### config.mk
export PLATFORM = sky130hd
export DESIGN_NAME = tgo_csr_flat
export DESIGN_NICKNAME = d
export VERILOG_FILES = /design/src/rtl/tgo_pkg.sv /design/src/rtl/tgo_if.sv /design/src/rtl/tgo_csr.sv /design/src/flat_wrapper.sv
export SDC_FILE = /design/constraint.sdc
export NUM_CORES = 1
export LEC_CHECK = 0
export ABC_CLOCK_PERIOD_IN_PS = 1400
export BUFFER_PORTS_ARGS = -buffer_cell sky130_fd_sc_hd__buf_2
export CAP_MARGIN = 25
export CORE_ASPECT_RATIO = 1.1
export CORE_MARGIN = 10
export CORE_UTILIZATION = 30
export DETAILED_ROUTE_END_ITERATION = 6
export GPL_ROUTABILITY_DRIVEN = 0
export GPL_TIMING_DRIVEN = 0
export PLACE_DENSITY_LB_ADDON = 0.05
export SYNTH_ARGS = -nofsm -noshare
export SYNTH_HDL_FRONTEND = slang
export SYNTH_SLANG_ARGS = --single-unit
### constraint.sdc
create_clock -name clock -period 1.4 [get_ports clock]
set_clock_uncertainty 0.2 [all_clocks]
set_input_delay 0.14 -clock clock [delete_from_list [all_inputs] [get_ports clock]]
set_output_delay 0.14 -clock clock [all_outputs]
set_load 0.03 [all_outputs]
### src/rtl/tgo_pkg.sv
`default_nettype none
// ----------------------------------------------------------------------------
// tgo_pkg
// Shared types, widths, register indexes and the 6x10 glyph table of the
// text glyph overlay.
// ----------------------------------------------------------------------------
package tgo_pkg;

   // fixed field widths
   localparam int CFG_COORD_W = 12;
   localparam int CHARS_W     = 56;
   localparam int CODE_W      = 7;
   localparam int LEN_W       = 4;
   localparam int PIX_W       = 8;
   localparam int SHIFT_W     = 4;
   localparam int CSR_INDEX_W = 3;
   localparam int CSR_DATA_W  = 56;

   // glyph cell geometry
   localparam int GLYPH_W     = 6;
   localparam int GLYPH_H     = 10;
   localparam int GLYPH_BITS  = GLYPH_W * GLYPH_H;
   localparam int GLYPH_LO_W  = 32;
   localparam int GLYPH_HI_W  = GLYPH_BITS - GLYPH_LO_W;
   localparam int DY_W        = 4;
   localparam int BITPOS_W    = 6;
   localparam int XCELL_W     = 3;

   // column offset inside the box is below 6 * 8 = 48
   localparam int DX_W        = 6;
   localparam int CHAR_IDX_W  = 3;
   // floor(d / 6) == (d * 43) >> 8 for every d below 48
   localparam int RECIP_6     = 43;
   localparam int RECIP_SHIFT = 8;
   localparam int PROD_W      = 2 * DX_W;

   // parameter defaults
   localparam int MAX_CHARS_DEF  = 8;
   localparam int COORD_BITS_DEF = 12;

   // register reset values
   localparam logic [PIX_W-1:0] FOREGROUND_RST = 8'hFF;
   localparam logic             DIM_MODE_RST   = 1'b1;

   // register indexes
   typedef enum logic [CSR_INDEX_W-1:0] {
      CSR_TEXT_COLUMN  = 3'd0,
      CSR_TEXT_ROW     = 3'd1,
      CSR_TEXT_CHARS   = 3'd2,
      CSR_TEXT_LENGTH  = 3'd3,
      CSR_FOREGROUND   = 3'd4,
      CSR_SHIFT_AMOUNT = 3'd5,
      CSR_DIM_MODE     = 3'd6
   } csr_index_type;

   // configuration handed from the register block to the datapath
   typedef struct packed {
      logic [CFG_COORD_W-1:0] text_column;
      logic [CFG_COORD_W-1:0] text_row;
      logic [CHARS_W-1:0]     text_chars;
      logic [LEN_W-1:0]       text_length;
      logic [PIX_W-1:0]       foreground;
      logic [SHIFT_W-1:0]     shift_amount;
      logic                   dim_mode;
   } cfg_type;

   // glyph bitmap, bit y*6+x; upper 28 bits over lower 32 bits
   function automatic logic [GLYPH_BITS-1:0] glyph_rom(input logic [CODE_W-1:0] code);
      logic [GLYPH_HI_W-1:0] hi;
      logic [GLYPH_LO_W-1:0] lo;
      hi = '0;
      lo = '0;
      case (code)
         7'h2B: begin lo = 32'h1F104000; hi = 28'h0000041; end // plus
         7'h2D: begin lo = 32'h1F000000; hi = 28'h0000000; end // minus
         7'h2E: begin lo = 32'h00000000; hi = 28'h10E1000; end // period
         7'h30: begin lo = 32'h51451284; hi = 28'h0042914; end
         7'h31: begin lo = 32'h04105184; hi = 28'h01F1041; end
         7'h32: begin lo = 32'h0841144E; hi = 28'h01F0421; end
         7'h33: begin lo = 32'h0E10841F; hi = 28'h00E4504; end
         7'h34: begin lo = 32'h4A28C208; hi = 28'h00821F2; end
         7'h35: begin lo = 32'h1334105F; hi = 28'h00E4504; end
         7'h36: begin lo = 32'h4F04144E; hi = 28'h00E4514; end
         7'h37: begin lo = 32'h0420841F; hi = 28'h0020821; end
         7'h38: begin lo = 32'h4E45144E; hi = 28'h00E4514; end
         7'h39: begin lo = 32'h1E45144E; hi = 28'h00E4504; end
         7'h41: begin lo = 32'hD1451284; hi = 28'h0114517; end
         7'h42: begin lo = 32'h8E49248F; hi = 28'h00F4924; end
         7'h43: begin lo = 32'h4104144E; hi = 28'h00E4410; end
         7'h44: begin lo = 32'h9249248F; hi = 28'h00F4924; end
         7'h45: begin lo = 32'h4F04105F; hi = 28'h01F0410; end
         7'h46: begin lo = 32'h4F04105F; hi = 28'h0010410; end
         7'h47: begin lo = 32'h4104144E; hi = 28'h00E4516; end
         7'h48: begin lo = 32'h5F451451; hi = 28'h0114514; end
         7'h49: begin lo = 32'h0410410E; hi = 28'h00E1041; end
         7'h4A: begin lo = 32'h0820821C; hi = 28'h0062482; end
         7'h4B: begin lo = 32'h43149451; hi = 28'h0114491; end
         7'h4C: begin lo = 32'h41041041; hi = 28'h01F0410; end
         7'h4D: begin lo = 32'h5555B451; hi = 28'h0114514; end
         7'h4E: begin lo = 32'h555534D1; hi = 28'h0114596; end
         7'h4F: begin lo = 32'h5145144E; hi = 28'h00E4514; end
         7'h50: begin lo = 32'h4F45144F; hi = 28'h0010410; end
         7'h51: begin lo = 32'h5145144E; hi = 28'h40E5514; end
         7'h52: begin lo = 32'h4F45144F; hi = 28'h0114491; end
         7'h53: begin lo = 32'h0E04144E; hi = 28'h00E4504; end
         7'h54: begin lo = 32'h0410411F; hi = 28'h0041041; end
         7'h55: begin lo = 32'h51451451; hi = 28'h00E4514; end
         7'h56: begin lo = 32'h8A451451; hi = 28'h00410A2; end
         7'h57: begin lo = 32'h55451451; hi = 28'h00A5555; end
         7'h58: begin lo = 32'h8428A451; hi = 28'h01144A2; end
         7'h59: begin lo = 32'h0428A451; hi = 28'h0041041; end
         7'h5A: begin lo = 32'h8420841F; hi = 28'h01F0420; end
         default: begin lo = '0; hi = '0; end // blank glyph
      endcase
      return {hi, lo};
   endfunction

endpackage
`default_nettype wire

### src/rtl/tgo_if.sv
`default_nettype none


// register write channel
interface tgo_csr_if import tgo_pkg::*; ();
   logic                   valid;
   logic                   ready;
   logic [CSR_INDEX_W-1:0] index;
   logic [CSR_DATA_W-1:0]  data;

   modport source (output valid, output index, output data, input ready);
   modport sink   (input valid, input index, input data, output ready);
endinterface
`default_nettype wire

### src/rtl/tgo_csr.sv
`default_nettype none
// ----------------------------------------------------------------------------
// tgo_csr
// Configuration registers of the text glyph overlay, written one beat at a
// time through the register write channel.
// ----------------------------------------------------------------------------
module tgo_csr import tgo_pkg::*; (
   input  wire logic  clock,
   input  wire logic  reset,
   tgo_csr_if.sink    csr_if,
   output cfg_type    cfg
);

   cfg_type cfg_ff;
   cfg_type cfg_in;

   // writes are always taken
   assign csr_if.ready = 1'b1;

   // register decode
   always_comb begin
      cfg_in = cfg_ff;
      if (csr_if.valid) begin
         unique case (csr_index_type'(csr_if.index))
            CSR_TEXT_COLUMN:  cfg_in.text_column  = csr_if.data[CFG_COORD_W-1:0];
            CSR_TEXT_ROW:     cfg_in.text_row     = csr_if.data[CFG_COORD_W-1:0];
            CSR_TEXT_CHARS:   cfg_in.text_chars   = csr_if.data[CHARS_W-1:0];
            CSR_TEXT_LENGTH:  cfg_in.text_length  = csr_if.data[LEN_W-1:0];
            CSR_FOREGROUND:   cfg_in.foreground   = csr_if.data[PIX_W-1:0];
            CSR_SHIFT_AMOUNT: cfg_in.shift_amount = csr_if.data[SHIFT_W-1:0];
            CSR_DIM_MODE:     cfg_in.dim_mode     = csr_if.data[0];
            default:          cfg_in = cfg_ff; // unused index, write dropped
         endcase
      end
   end

   // register file
   always_ff @(posedge clock) begin
      if (reset) begin
         cfg_ff.text_column  <= '0;
         cfg_ff.text_row     <= '0;
         cfg_ff.text_chars   <= '0;
         cfg_ff.text_length  <= '0;
         cfg_ff.foreground   <= FOREGROUND_RST;
         cfg_ff.shift_amount <= '0;
         cfg_ff.dim_mode     <= DIM_MODE_RST;
      end else begin
         cfg_ff <= cfg_in;
      end
   end

   assign cfg = cfg_ff;

endmodule
`default_nettype wire

### src/flat_wrapper.sv
// flat-port wrapper written by rule: the top's interface ports become plain ports
module tgo_csr_flat import tgo_pkg::*;
  (clock, reset, cfg, csr_if_valid, csr_if_index, csr_if_data, csr_if_ready);
  tgo_csr_if csr_if_i ();
  input  wire logic clock;
  input  wire logic reset;
  output cfg_type cfg;
  input wire logic [$bits(csr_if_i.valid)-1:0] csr_if_valid;
  input wire logic [$bits(csr_if_i.index)-1:0] csr_if_index;
  input wire logic [$bits(csr_if_i.data)-1:0] csr_if_data;
  output wire logic [$bits(csr_if_i.ready)-1:0] csr_if_ready;
  assign csr_if_i.valid = csr_if_valid;
  assign csr_if_i.index = csr_if_index;
  assign csr_if_i.data = csr_if_data;
  assign csr_if_ready = csr_if_i.ready;
  tgo_csr u_core (.clock(clock), .reset(reset), .csr_if(csr_if_i), .cfg(cfg));
endmodule
==> impl_metrics.yaml <==
run_status:
  status: "finished, final reports clean"
global_routing:
  grt_max_degree: 15
  grt_first_pass_wirelength_mm: 19.9
  grt_usage_pct: 13.1
  antenna_found_initial: 0
  overflow: 0
  grt_pass1_vias: 3741
yosys:
  netlist_top_cells_area: "dfxtp_1, mux2i_1, nand2b_1"
  netlist.area_leader.share_pct: 47.3
  synth.most_common_cell: "nand2b_1"
  synth-edff-count: 0
  ys_warn_count: 0
  synth_common_cells: "nand2b_1, dfxtp_1, mux2i_1, clkbuf_1, nor2_1"
  synth.avg_cell_area_um2: 10.4
  synth_area_mm2: 0.00411
  async_flop_share_pct: 0
  synth_seq_cells: 97
  yosys.cell_types.count: 14
  synth-main-ff-cell: "dfxtp_1"
  synthesis.instances: 394
  seq_area_frac_synth_pct: 47.3
  synth_nets: 456
  yosys.area.top_type: "dfxtp_1"
layout:
  fin_util_pct: 45.2
  final_cells: 810
  diodes: 0
  area_growth_pct: 46.4
  largest_register_ffs: 97
  finalNetCount: 683
  drive_gt1_share_pct: 30.0
clock_network:
  clkTransAtPathRegs_ns: 0.07
  cts-buffers-inserted: 9
  root_buffer: "clkbuf_16"
  clk_path_buf_depth: 2
  clk_latency_ns: 0.34
  htreeDepth: 3
  clock-sinks: 97
  tritoncts: "done"
pwr:
  seqPwrFrac_pct: 47.0
  pwr-share-comb_pct: 12.4
  p_sw_mw: 1.45
  p_int_mw: 4.62
  leakagePower_nw: 2.76
  irDropWorstVdd_mv: 0.422
  powerDensity_mw_per_mm2: 1010
  swShare_pct: 23.8
  power_mw: 6.07
  clockPowerShare_pct: 40.6
floorplanning:
  die_area_mm2: 0.0188
  start_util_pct: 30.8
  io_pins: 160
  die_h_um: 143
  rows: 44
  fp.coreArea_mm2: 0.0133
  die_w_um: 132
critical_path:
  crit_type: "reg -> out"
  cp-end-kind: "primary output"
  crit_family: "flip-flops"
  crit_buf_inv: 1
  cp_max_fo: 2
  worst_path_max_delay_cell: "dfxtp_1"
  cp_cell_sequence: "buf_2"
  start_kind: "flop"
  crit_arrival_ns: 0.91
  max_stage_delay_ns: 0.35
  crit_required_ns: 1.06
route:
  drc: 0
  ant_nets: 0
  initialDrtViolationCount: 97
  routed_wl_mm: 12.4
  drt_pass1_iterations: 4
  num_vias: 3425
  wire_per_inst_um: 15.3
  avgViaCountPerCell: 4.23
sta:
  fin_crit_sh_pct: 89.5
  hold_violations: 0
  tns_ns: 0
  grt_setup_unrepaired: "false"
  layout_min_cycle_time_ns: 1.25
  whs_ns: 0.0163
  slew_violations: 0
  max_freq_ghz: 0.798
  setup_viol: 0
placement:
  portBuffers: 157
  hpwl_mm: 9.24
  dp.cells: 735
run:
  cap_violations: 0
min_path:
  hp-class: "in -> reg"
-- worst reg2reg max path, delay by kind of cell (launching register included) --
kind          cells  cell delay, ns
flops             1            0.35
simple gates      1            0.06
mux               1            0.13
-- layout make-up --
class / instances / area, um^2
well taps: 184 / 230
clock buffers: 13 / 250
fillers: 1345 / 7310
clock inverters: 3 / 40.0
multi-input cells: 267 / 2020
flip-flops and latches: 97 / 1940
repair buffers: 216 / 1380
plain buffers: 30 / 159
-- cells by family after synthesis --
kind of cell           count (synthesis)  share of synthesized area [%]
other                                  1                         0.0913
muxes                                 97                           23.6
DFF                                   97                           47.3
buffers and inverters                 30                           3.59
and+or+nand+nor                      169                           25.4
-- layout by cell type (no fill, tap or decap) --
| cell | Yosys | layout |
|---|---|---|
| and4b_1 | 1 | 1 |
| buf_1 | 0 | 3 |
| buf_2 | 4 | 161 |
| buf_4 | 6 | 6 |
| buf_6 | 1 | 1 |
| bufinv_16 | 0 | 1 |
| clkbuf_1 | 19 | 12 |
| clkbuf_16 | 0 | 9 |
| clkbuf_2 | 0 | 6 |
| clkbuf_4 | 0 | 1 |
| clkbuf_8 | 0 | 1 |
| clkinv_2 | 0 | 2 |
| conb_1 | 1 | 1 |
| dfxtp_1 | 97 | 97 |
| dlygate4sd3_1 | 0 | 59 |
| mux2i_1 | 97 | 97 |
| nand2b_1 | 144 | 144 |
| nand4b_1 | 2 | 2 |
| nand4bb_1 | 2 | 2 |
| nor2_1 | 17 | 17 |
| nor4bb_1 | 2 | 2 |
| or4b_1 | 1 | 1 |
-- power groups by stage --
stage	clock, mW	combinational (mW)	sequential (mW)
2_1_floorplan	0	0.269	3.03
3_3_place_gp	0	0.631	2.91
3_5_place_dp	0	0.634	2.91
4_1_cts	2.55	0.766	2.85
5_1_grt	2.68	0.824	2.86
6_report	2.46	0.754	2.85
-- metrics by stage --
stage / worst slack, ns / area [um^2]
2_1_floorplan: 0.0298 / 4110
3_3_place_gp: -0.553 / 5120
3_5_place_dp: -0.544 / 5120
4_1_cts: 0.00423 / 6010
5_1_grt: 0.0524 / 6020
6_report: 0.147 / 6020
-- layer usage --
metal  up-vias  global-route usage (%)  share of wire (%)
li1       1738                       -                  -
met1      1578                    15.3                 45
met2        98                    21.8                 47
met3        11                    4.56                6.5
met4         0                    5.10                1.5
met5         -                       0                  0
-- final timing paths --
kind                   start        endpoint  slack (ns)  cells after the start
min          csr_if_index[0]   u_core.cfg[0]        0.02                      3
min reg2reg   u_core.cfg[20]  u_core.cfg[20]        0.27                      2
max reg2reg    u_core.cfg[1]   u_core.cfg[1]        0.58                      2
max            u_core.cfg[1]          cfg[1]        0.15                      1
-- repair_timing --
action / 4_1_cts / 5_1_grt
hold buffers: 59 / 0
pin swaps: 0 / 0
endpoints found under the setup margin: 66 / 68
buffers inserted: 0 / 0
endpoints found under the hold margin: 75 / 0
resized for setup: 1 / 17
Note: power is estimated with default switching activity, not from simulation.
